$ cat config.mk
export PLATFORM = sky130hd
export DESIGN_NAME = free_segment_allocator
export DESIGN_NICKNAME = d
export VERILOG_FILES = /design/src/hdl/fsa_pkg.sv /design/src/hdl/fsa_ram.sv /design/src/hdl/free_segment_allocator.sv
export SDC_FILE = /design/constraint.sdc
export NUM_CORES = 2
export LEC_CHECK = 0
export BUFFER_PORTS_ARGS = -buffer_cell sky130_fd_sc_hd__buf_2
export CORE_ASPECT_RATIO = 0.8
export CORE_MARGIN = 2
export CORE_UTILIZATION = 45
export CTS_CLUSTER_DIAMETER = 30
export CTS_CLUSTER_SIZE = 14
export DETAILED_ROUTE_END_ITERATION = 16
export PLACE_DENSITY_LB_ADDON = 0.2
export SLEW_MARGIN = 20
export SYNTH_ARGS = -nofsm -noshare
export SYNTH_HDL_FRONTEND = slang
export SYNTH_SLANG_ARGS = --single-unit
$ cat constraint.sdc
create_clock -name i_clk -period 17.21 [get_ports i_clk]
set_input_delay 3.442 -clock i_clk [delete_from_list [all_inputs] [get_ports i_clk]]
set_output_delay 3.442 -clock i_clk [all_outputs]
set_load 0.01 [all_outputs]
$ cat src/hdl/fsa_pkg.sv
// package for the free segment allocator: constants and status values
`timescale 1ns / 1ps
package fsa_pkg;
    localparam int AddrW = 15;
    localparam int DefPoolSize = 32767;
    localparam int DefTableEntries = 64;
    localparam logic [1:0] StOk = 2'd0;
    localparam logic [1:0] StAllocBad = 2'd1;
    localparam logic [1:0] StFreeBad = 2'd2;
    localparam logic [1:0] StFull = 2'd3;
    localparam logic KindAlloc = 1'b0;
    localparam logic KindFree = 1'b1;
    typedef logic [AddrW-1:0] t_addr;
endpackage

$ cat src/hdl/fsa_ram.sv
// generic single port ram with registered read
`timescale 1ns / 1ps
module fsa_ram #(
    parameter int WIDTH = 8,
    parameter int DEPTH = 16
) (
    input  logic                     i_clk,
    input  logic                     i_we,
    input  logic [$clog2(DEPTH)-1:0] i_addr,
    input  logic [WIDTH-1:0]         i_wdata,
    output logic [WIDTH-1:0]         o_rdata
);
    logic [WIDTH-1:0] r_mem [DEPTH];

    // read before write, read data registered
    always_ff @(posedge i_clk) begin
        if (i_we) begin
            r_mem[i_addr] <= i_wdata;
        end
        o_rdata <= r_mem[i_addr];
    end
endmodule

$ cat src/hdl/free_segment_allocator.sv
// top level of the free segment allocator: table memory and scan sequencer
//
// channel   direction  handshake            payload
// request   in         start & !busy        i_kind, i_length, i_start_req
// result    out        o_done strobe        o_status, o_granted_start, o_largest_free
// config    in         i_fit_mode_we        i_fit_mode_wdata
//
// After reset a clearing pass writes every table entry, one per cycle,
// with busy held high.
// An allocate or a free passes, after accept, through a search scan, a decision,
// a write back, a scan for the largest length and the done cycle. A two-sided
// merge adds a second write back. A request bad on its fields alone is done in
// the cycle after accept, one rejected by the search after the search scan and
// the decision, with no write back.
// Busy stays high from accept until the done strobe; the receiver cannot stall.
`timescale 1ns / 1ps
module free_segment_allocator
    import fsa_pkg::*;
#(
    parameter int POOL_SIZE = DefPoolSize,
    parameter int TABLE_ENTRIES = DefTableEntries
) (
    input  logic         i_clk,
    input  logic         i_rst_n,
    input  logic         start,
    output logic         busy,
    input  logic         i_kind,
    input  logic [14:0]  i_length,
    input  logic [14:0]  i_start_req,
    input  logic         i_fit_mode_we,
    input  logic         i_fit_mode_wdata,
    output logic         o_done,
    output logic [1:0]   o_status,
    output logic [14:0]  o_granted_start,
    output logic [14:0]  o_largest_free
);
    localparam int IW = $clog2(TABLE_ENTRIES);
    localparam int CW = IW + 1;
    localparam int EW = 2 * AddrW + 1;
    localparam logic [AddrW:0] PoolW = (AddrW + 1)'(POOL_SIZE);

    localparam logic [3:0] S_CLEAR = 4'd0;
    localparam logic [3:0] S_IDLE  = 4'd1;
    localparam logic [3:0] S_SCAN  = 4'd2;
    localparam logic [3:0] S_DEC   = 4'd3;
    localparam logic [3:0] S_WR1   = 4'd4;
    localparam logic [3:0] S_WR2   = 4'd5;
    localparam logic [3:0] S_LSCAN = 4'd6;
    localparam logic [3:0] S_OUT   = 4'd7;
    localparam logic [3:0] S_RD1   = 4'd8;

    // entry: {valid, start, length}
    logic          ram_we;
    logic [IW-1:0] ram_addr;
    logic [EW-1:0] ram_wdata, ram_rdata;

    fsa_ram #(.WIDTH(EW), .DEPTH(TABLE_ENTRIES)) u_table (
        .i_clk(i_clk), .i_we(ram_we), .i_addr(ram_addr),
        .i_wdata(ram_wdata), .o_rdata(ram_rdata)
    );

    logic [3:0]    r_state, n_state;
    logic [CW-1:0] r_cnt, n_cnt;
    logic          r_rv, n_rv;
    logic [IW-1:0] r_ridx, n_ridx;
    logic          r_fit;
    logic          r_kind, n_kind;
    t_addr         r_len, n_len, r_a, n_a;
    logic [1:0]    r_stat, n_stat;
    t_addr         r_grant, n_grant;
    t_addr         r_lmax, n_lmax;
    logic          r_pk, n_pk;
    logic [IW-1:0] r_pi, n_pi;
    t_addr         r_ps, n_ps, r_pl, n_pl;
    logic          r_lo, n_lo, r_hi, n_hi, r_em, n_em;
    logic [IW-1:0] r_loi, n_loi, r_hii, n_hii, r_emi, n_emi;
    t_addr         r_los, n_los, r_lol, n_lol, r_hil, n_hil;
    logic          r_ovl, n_ovl;

    logic          e_v;
    t_addr         e_s, e_l;
    logic [AddrW:0] e_end, f_end;
    logic          better;

    assign e_v = ram_rdata[EW-1];
    assign e_s = ram_rdata[2*AddrW-1:AddrW];
    assign e_l = ram_rdata[AddrW-1:0];
    assign e_end = {1'b0, e_s} + {1'b0, e_l};
    assign f_end = {1'b0, r_a} + {1'b0, r_len};
    assign busy = (r_state != S_IDLE);

    // candidate compare for the allocate search
    always_comb begin
        if (!r_pk) begin
            better = 1'b1;
        end else if (!r_fit) begin
            better = e_s < r_ps;
        end else begin
            better = (e_l < r_pl) || ((e_l == r_pl) && (e_s < r_ps));
        end
    end

    // fit mode register
    always_ff @(posedge i_clk) begin
        if (!i_rst_n) begin
            r_fit <= 1'b0;
        end else if (i_fit_mode_we) begin
            r_fit <= i_fit_mode_wdata;
        end
    end

    // sequencer
    always_comb begin
        n_state = r_state; n_cnt = r_cnt; n_rv = 1'b0; n_ridx = r_ridx;
        n_kind = r_kind; n_len = r_len; n_a = r_a; n_stat = r_stat;
        n_grant = r_grant; n_lmax = r_lmax; n_pk = r_pk; n_pi = r_pi;
        n_ps = r_ps; n_pl = r_pl; n_lo = r_lo; n_hi = r_hi; n_em = r_em;
        n_loi = r_loi; n_hii = r_hii; n_emi = r_emi; n_los = r_los;
        n_lol = r_lol; n_hil = r_hil; n_ovl = r_ovl;
        ram_we = 1'b0; ram_addr = r_cnt[IW-1:0]; ram_wdata = '0;
        o_done = 1'b0;
        case (r_state)
            S_CLEAR: begin
                ram_we = 1'b1;
                ram_wdata = (r_cnt == '0) ? {1'b1, {AddrW{1'b0}}, PoolW[AddrW-1:0]} : '0;
                n_cnt = r_cnt + 1'b1;
                if (r_cnt == CW'(TABLE_ENTRIES - 1)) begin
                    n_state = S_IDLE;
                end
            end
            S_IDLE: begin
                if (start) begin
                    n_kind = i_kind; n_len = i_length; n_a = i_start_req;
                    n_grant = '0; n_pk = 1'b0; n_lo = 1'b0; n_hi = 1'b0;
                    n_em = 1'b0; n_ovl = 1'b0; n_cnt = '0;
                    if (i_kind == KindAlloc) begin
                        if (i_length == '0 || i_length > r_lmax) begin
                            n_stat = StAllocBad; n_state = S_OUT;
                        end else begin
                            n_stat = StOk; n_state = S_SCAN;
                        end
                    end else begin
                        if (i_length == '0 ||
                            ({1'b0, i_start_req} + {1'b0, i_length}) > PoolW) begin
                            n_stat = StFreeBad; n_state = S_OUT;
                        end else begin
                            n_stat = StOk; n_state = S_SCAN;
                        end
                    end
                end
            end
            S_SCAN, S_LSCAN: begin
                // issue reads, evaluate data of the previous read
                if (r_cnt < CW'(TABLE_ENTRIES)) begin
                    ram_addr = r_cnt[IW-1:0];
                    n_rv = 1'b1; n_ridx = r_cnt[IW-1:0];
                    n_cnt = r_cnt + 1'b1;
                end
                if (r_rv) begin
                    if (r_state == S_LSCAN) begin
                        if (e_v && e_l > r_lmax) n_lmax = e_l;
                    end else if (r_kind == KindAlloc) begin
                        if (e_v && e_l >= r_len && better) begin
                            n_pk = 1'b1; n_pi = r_ridx; n_ps = e_s; n_pl = e_l;
                        end
                    end else if (!e_v) begin
                        if (!r_em) begin
                            n_em = 1'b1; n_emi = r_ridx;
                        end
                    end else begin
                        if ({1'b0, r_a} < e_end && {1'b0, e_s} < f_end) n_ovl = 1'b1;
                        if (e_end == {1'b0, r_a}) begin
                            n_lo = 1'b1; n_loi = r_ridx; n_los = e_s; n_lol = e_l;
                        end
                        if ({1'b0, e_s} == f_end) begin
                            n_hi = 1'b1; n_hii = r_ridx; n_hil = e_l;
                        end
                    end
                end
                if (!r_rv && r_cnt == CW'(TABLE_ENTRIES)) begin
                    n_state = (r_state == S_LSCAN) ? S_OUT : S_DEC;
                end
            end
            S_DEC: begin
                n_state = S_WR1;
                if (r_kind == KindAlloc) begin
                    if (!r_pk) begin
                        n_stat = StAllocBad; n_state = S_OUT;
                    end
                end else if (r_ovl) begin
                    n_stat = StFreeBad; n_state = S_OUT;
                end else if (!r_lo && !r_hi && !r_em) begin
                    n_stat = StFull; n_state = S_OUT;
                end
            end
            S_WR1: begin
                ram_we = 1'b1;
                n_state = S_LSCAN; n_cnt = '0; n_lmax = '0;
                if (r_kind == KindAlloc) begin
                    ram_addr = r_pi;
                    n_grant = r_ps + (r_pl - r_len);
                    if (r_pl == r_len) ram_wdata = '0;
                    else ram_wdata = {1'b1, r_ps, t_addr'(r_pl - r_len)};
                end else if (r_lo) begin
                    ram_addr = r_loi;
                    ram_wdata = {1'b1, r_los,
                                 t_addr'(r_lol + r_len + (r_hi ? r_hil : '0))};
                    if (r_hi) begin
                        n_state = S_WR2; n_lmax = r_lmax;
                    end
                end else if (r_hi) begin
                    ram_addr = r_hii;
                    ram_wdata = {1'b1, r_a, t_addr'(r_hil + r_len)};
                end else begin
                    ram_addr = r_emi;
                    ram_wdata = {1'b1, r_a, r_len};
                end
            end
            S_WR2: begin
                ram_we = 1'b1; ram_addr = r_hii; ram_wdata = '0;
                n_state = S_LSCAN; n_cnt = '0; n_lmax = '0;
            end
            S_OUT: begin
                o_done = 1'b1;
                n_state = S_IDLE;
            end
            default: n_state = S_IDLE;
        endcase
    end

    // state registers
    always_ff @(posedge i_clk) begin
        if (!i_rst_n) begin
            r_state <= S_CLEAR; r_cnt <= '0; r_rv <= 1'b0;
            r_lmax <= PoolW[AddrW-1:0];
        end else begin
            r_state <= n_state; r_cnt <= n_cnt; r_rv <= n_rv; r_lmax <= n_lmax;
        end
    end

    always_ff @(posedge i_clk) begin
        r_ridx <= n_ridx; r_kind <= n_kind; r_len <= n_len; r_a <= n_a;
        r_stat <= n_stat; r_grant <= n_grant; r_pk <= n_pk; r_pi <= n_pi;
        r_ps <= n_ps; r_pl <= n_pl; r_lo <= n_lo; r_hi <= n_hi; r_em <= n_em;
        r_loi <= n_loi; r_hii <= n_hii; r_emi <= n_emi; r_los <= n_los;
        r_lol <= n_lol; r_hil <= n_hil; r_ovl <= n_ovl;
    end

    assign o_status = r_stat;
    assign o_granted_start = r_grant;
    assign o_largest_free = r_lmax;

    // a grant only comes with ok status
    a_grant: assert property (@(posedge i_clk) disable iff (!i_rst_n)
        o_done && o_status != StOk |-> o_granted_start == '0)
        else $error("grant on failed request");
    // done is followed by idle
    a_idle: assert property (@(posedge i_clk) disable iff (!i_rst_n)
        o_done |=> !busy)
        else $error("not idle after done");
    // a failed request leaves the largest length unchanged
    a_lmax: assert property (@(posedge i_clk) disable iff (!i_rst_n)
        o_done && o_status != StOk && $past(r_state) != S_CLEAR |-> $stable(r_lmax))
        else $error("largest changed on failure");
endmodule
==> load_flow_metrics.sql <==
INSERT INTO impl_metrics (metric_group, metric, value, unit) VALUES
('synthesis', 'synth-seq-area-share', '0.742', ''),
('layout', 'final_common_cell', 'sky130_fd_sc_hd__edfxtp_1', ''),
('drt', 'vias_per_cell', '6.63', ''),
('clocking', 'clock_tree.root_cell', 'sky130_fd_sc_hd__clkbuf_16', ''),
('layout', 'multi_input_area', '21900', 'um^2'),
('floorplanning', 'area_of_the_core_region', '195000', 'um^2'),
('drt', 'wl_met1', '129', 'mm'),
('power_and_ir_drop', 'power.ir.vdd_worst', '0.123', 'mV'),
('drt', 'dr_total_vias', '59400', ''),
('synthesis', 'yosysWarnings', '0', ''),
('drt', 'routed-wl-met2', '134', 'mm'),
('floorplanning', 'die_w', '499', 'um'),
('drt', 'drt_first_iter_violations', '10100', ''),
('synthesis', 'synth_top_flop_cell', 'sky130_fd_sc_hd__edfxtp_1', ''),
('critical_path', 'critPathBufInv', '2', ''),
('drt', 'route.top_layer_used', 'met5', ''),
('run', 'cap_violations', '0', ''),
('critical_path', 'worst-path-max-fanout', '24', ''),
('synthesis', 'synthesis.area_per_instance', '15.5', 'um^2'),
('sta', 'timing.slew.headroom', '0.185', ''),
('sta', 'setup_viol', '0', ''),
('clocking', 'clock_tree_from_tritoncts', 'yes', ''),
('worst_hold_path', 'holdCritPathClass', 'register to register', ''),
('global_routing', 'overall_fraction_of_global_route_tracks_in_use', '0.318', ''),
('drt', 'post_drt_wl_per_cell', '36.1', 'um'),
('placed_design', 'io_buffers', '69', ''),
('critical_path', 'setup.worst_path.end_class', 'primary output', ''),
('placed_design', 'dpl_cell_area', '93000', 'um^2'),
('run_status', 'run_status', 'complete, no violations', ''),
('power_and_ir_drop', 'p_leak', '34.8', 'nW'),
('critical_path', 'critPathArrivalTime', '3.25', 'ns'),
('synthesis', 'synthTopCellsByArea', 'sky130_fd_sc_hd__edfxtp_1, sky130_fd_sc_hd__a22oi_1, sky130_fd_sc_hd__ha_1', ''),
('drt', 'drtPass1Iterations', '6', ''),
('floorplanning', 'fp.dieH', '400', 'um'),
('drt', 'wirelength', '324', 'mm'),
('floorplanning', 'num_rows', '145', ''),
('critical_path', 'cp_slowest_stage_delay', '0.87', 'ns'),
('placed_design', 'last_weighted_congestion_value_of_the_routability_driven_placer', '0.950', ''),
('critical_path', 'worst_path_max_delay_cell', 'sky130_fd_sc_hd__dfxtp_1', ''),
('drt', 'drt_drc_violations_left', '0', ''),
('critical_path', 'cp_cell_sequence', 'nor2b_1 > nor2b_1 > inv_1 > buf_2', ''),
('synthesis', 'synth_enable_flop_cells', '2142', ''),
('critical_path', 'required', '13.77', 'ns'),
('clocking', 'clock_latency', '0.95', 'ns'),
('synthesis', 'ys_seq_elements', '2200', ''),
('layout', 'finish.instance_area', '106000', 'um^2'),
('clocking', 'clock-sinks', '2200', ''),
('synthesis', 'cell_area_after_synthesis', '88300', 'um^2'),
('layout', 'final.fill_count', '15300', ''),
('clocking', 'post_cts_setup_buffers', '0', ''),
('sta', 'worst-slew-pin-transition', '1.22', 'ns'),
('sta', 'timing.final.hold_violations', '0', ''),
('layout', 'sequential_standard_cell_area', '65500', 'um^2'),
('floorplanning', 'initial_util', '0.453', ''),
('synthesis', 'synth_top_area_frac', '0.729', ''),
('drt', 'route.met3.wl', '46.0', 'mm'),
('synthesis', 'synth_largest_area_cell', 'sky130_fd_sc_hd__edfxtp_1', ''),
('critical_path', 'criticalPathCategory', 'register to primary output', ''),
('layout', 'syn_to_final_growth', '20.6', '%'),
('clocking', 'worst_setup_hold_path_clk_slew', '0.06', 'ns'),
('layout', 'drive_gt1_frac', '0.168', ''),
('placed_design', 'post-dp-hpwl', '187', 'mm'),
('global_routing', 'antenna_found_initial', '12', ''),
('power_and_ir_drop', 'p_per_area', '140', 'nW/um^2'),
('critical_path', 'nature_of_the_critical_path_startpoint', 'register', ''),
('synthesis', 'syn-instance-count', '5699', ''),
('sta', 'post-route-min-period', '6.69', 'ns'),
('sta', 'rsz0062_at_grt', 'no', ''),
('sta', 'skew', '0.0780', 'ns'),
('layout', 'finalNetCount', '6317', ''),
('global_routing', 'overall_overflow_remaining_after_global_route', '0', '');
Yosys cell counts, types with 26 or more instances:
| cell | instances |
|---|---|
| sky130_fd_sc_hd__buf_2 | 149 |
| sky130_fd_sc_hd__nor2_1 | 220 |
| sky130_fd_sc_hd__xor2_1 | 28 |
| sky130_fd_sc_hd__dfxtp_1 | 58 |
| sky130_fd_sc_hd__nor2b_1 | 27 |
| sky130_fd_sc_hd__a41oi_1 | 76 |
| sky130_fd_sc_hd__nor3_1 | 62 |
| sky130_fd_sc_hd__mux2i_1 | 100 |
| sky130_fd_sc_hd__a221oi_1 | 97 |
| sky130_fd_sc_hd__nor4_1 | 39 |
| sky130_fd_sc_hd__a22o_1 | 60 |
| sky130_fd_sc_hd__xnor2_1 | 43 |
| sky130_fd_sc_hd__inv_1 | 95 |
| sky130_fd_sc_hd__clkbuf_1 | 98 |
| sky130_fd_sc_hd__a21oi_1 | 287 |
| sky130_fd_sc_hd__a22oi_1 | 508 |
| sky130_fd_sc_hd__ha_1 | 206 |
| sky130_fd_sc_hd__a31oi_1 | 151 |
| sky130_fd_sc_hd__edfxtp_1 | 2142 |
| sky130_fd_sc_hd__nand3_1 | 125 |
| sky130_fd_sc_hd__a21o_1 | 31 |
| sky130_fd_sc_hd__buf_1 | 55 |
| sky130_fd_sc_hd__o21ai_0 | 110 |
| sky130_fd_sc_hd__nand2_1 | 469 |
| sky130_fd_sc_hd__a211oi_1 | 40 |
| sky130_fd_sc_hd__nand4_1 | 26 |
stage by stage:
stage	utilization	cells	hold WS (ns)	setup slack (ns)
floorplan	-	5699	0.459	10.55
global placement	0.477	8231	0.479	11.11
detailed placement	0.477	8233	0.494	11.10
CTS	0.546	8944	0.493	10.54
global route	0.546	8944	0.507	10.43
finish	0.546	8951	0.506	10.52
where the power goes:
group | total, mW | internal, mW | switching (mW)
Sequential | 6.04 | 6.00 | 0.0479
Clock | 7.85 | 5.12 | 2.73
Combinational | 1.06 | 0.294 | 0.763
worst reg2reg max path, delay by kind of cell (launching register included):
family,cells,cell delay [ns]
AO/OA/AOI/OAI,4,1.70
buffers and inverters,4,1.89
flip-flops,1,0.60
AND/OR/NAND/NOR,4,1.92
routing by layer:
| metal | vias up | GRT usage |
|---|---|---|
| met5 | - | 0 |
| met4 | 14 | 0.124 |
| met3 | 755 | 0.0963 |
| met2 | 4664 | 0.446 |
| met1 | 30100 | 0.463 |
| li1 | 23800 | - |
area by class of cell:
class,count,area share
sequential,2200,0.615
multi-input combinational,3086,0.206
clock buffer,442,0.0961
tap,2572,0.0302
clock inverter,269,0.0298
timing repair buffer,279,0.0189
inverter,96,0.00339
antenna,7,0.000165
registers in the layout (all words and copies together), names as in the netlist, 2 cells and up:
register,cells
r_emi,6
r_pi,6
r_ps,15
r_len,15
r_ridx,6
r_los,15
r_loi,6
r_lol,15
o_largest_free,15
u_table.o_rdata,31
r_cnt,7
o_granted_start,15
r_hii,6
r_hil,15
r_pl,15
r_state,3
r_a,15
u_table.r_mem,1984
o_status,2
logic make-up after synthesis:
group	synth area share
flip-flops	0.742
AO/OA/AOI/OAI	0.128
AND/OR/NAND/NOR	0.0555
buffers and inverters	0.0204
adder cells (fa/ha/maj)	0.0337
multiplexers	0.0129
XOR/XNOR	0.00704
path summary, 6_finish.rpt:
path	start	end	slack, ns	depth (start not counted)
worst max-delay path	r_state[0]$_SDFFE_PN0P_	busy	10.52	4
worst min register to register	r_ridx[5]$_DFFE_PP_	r_loi[5]$_DFFE_PP_	0.51	0
worst max register to register	r_state[2]$_SDFFE_PN0P_	u_table.o_rdata[23]$_DFF_P_	10.90	12
worst min-delay path	r_ridx[5]$_DFFE_PP_	r_loi[5]$_DFFE_PP_	0.51	0
No activity file was read; power rests on OpenSTA's default activity.
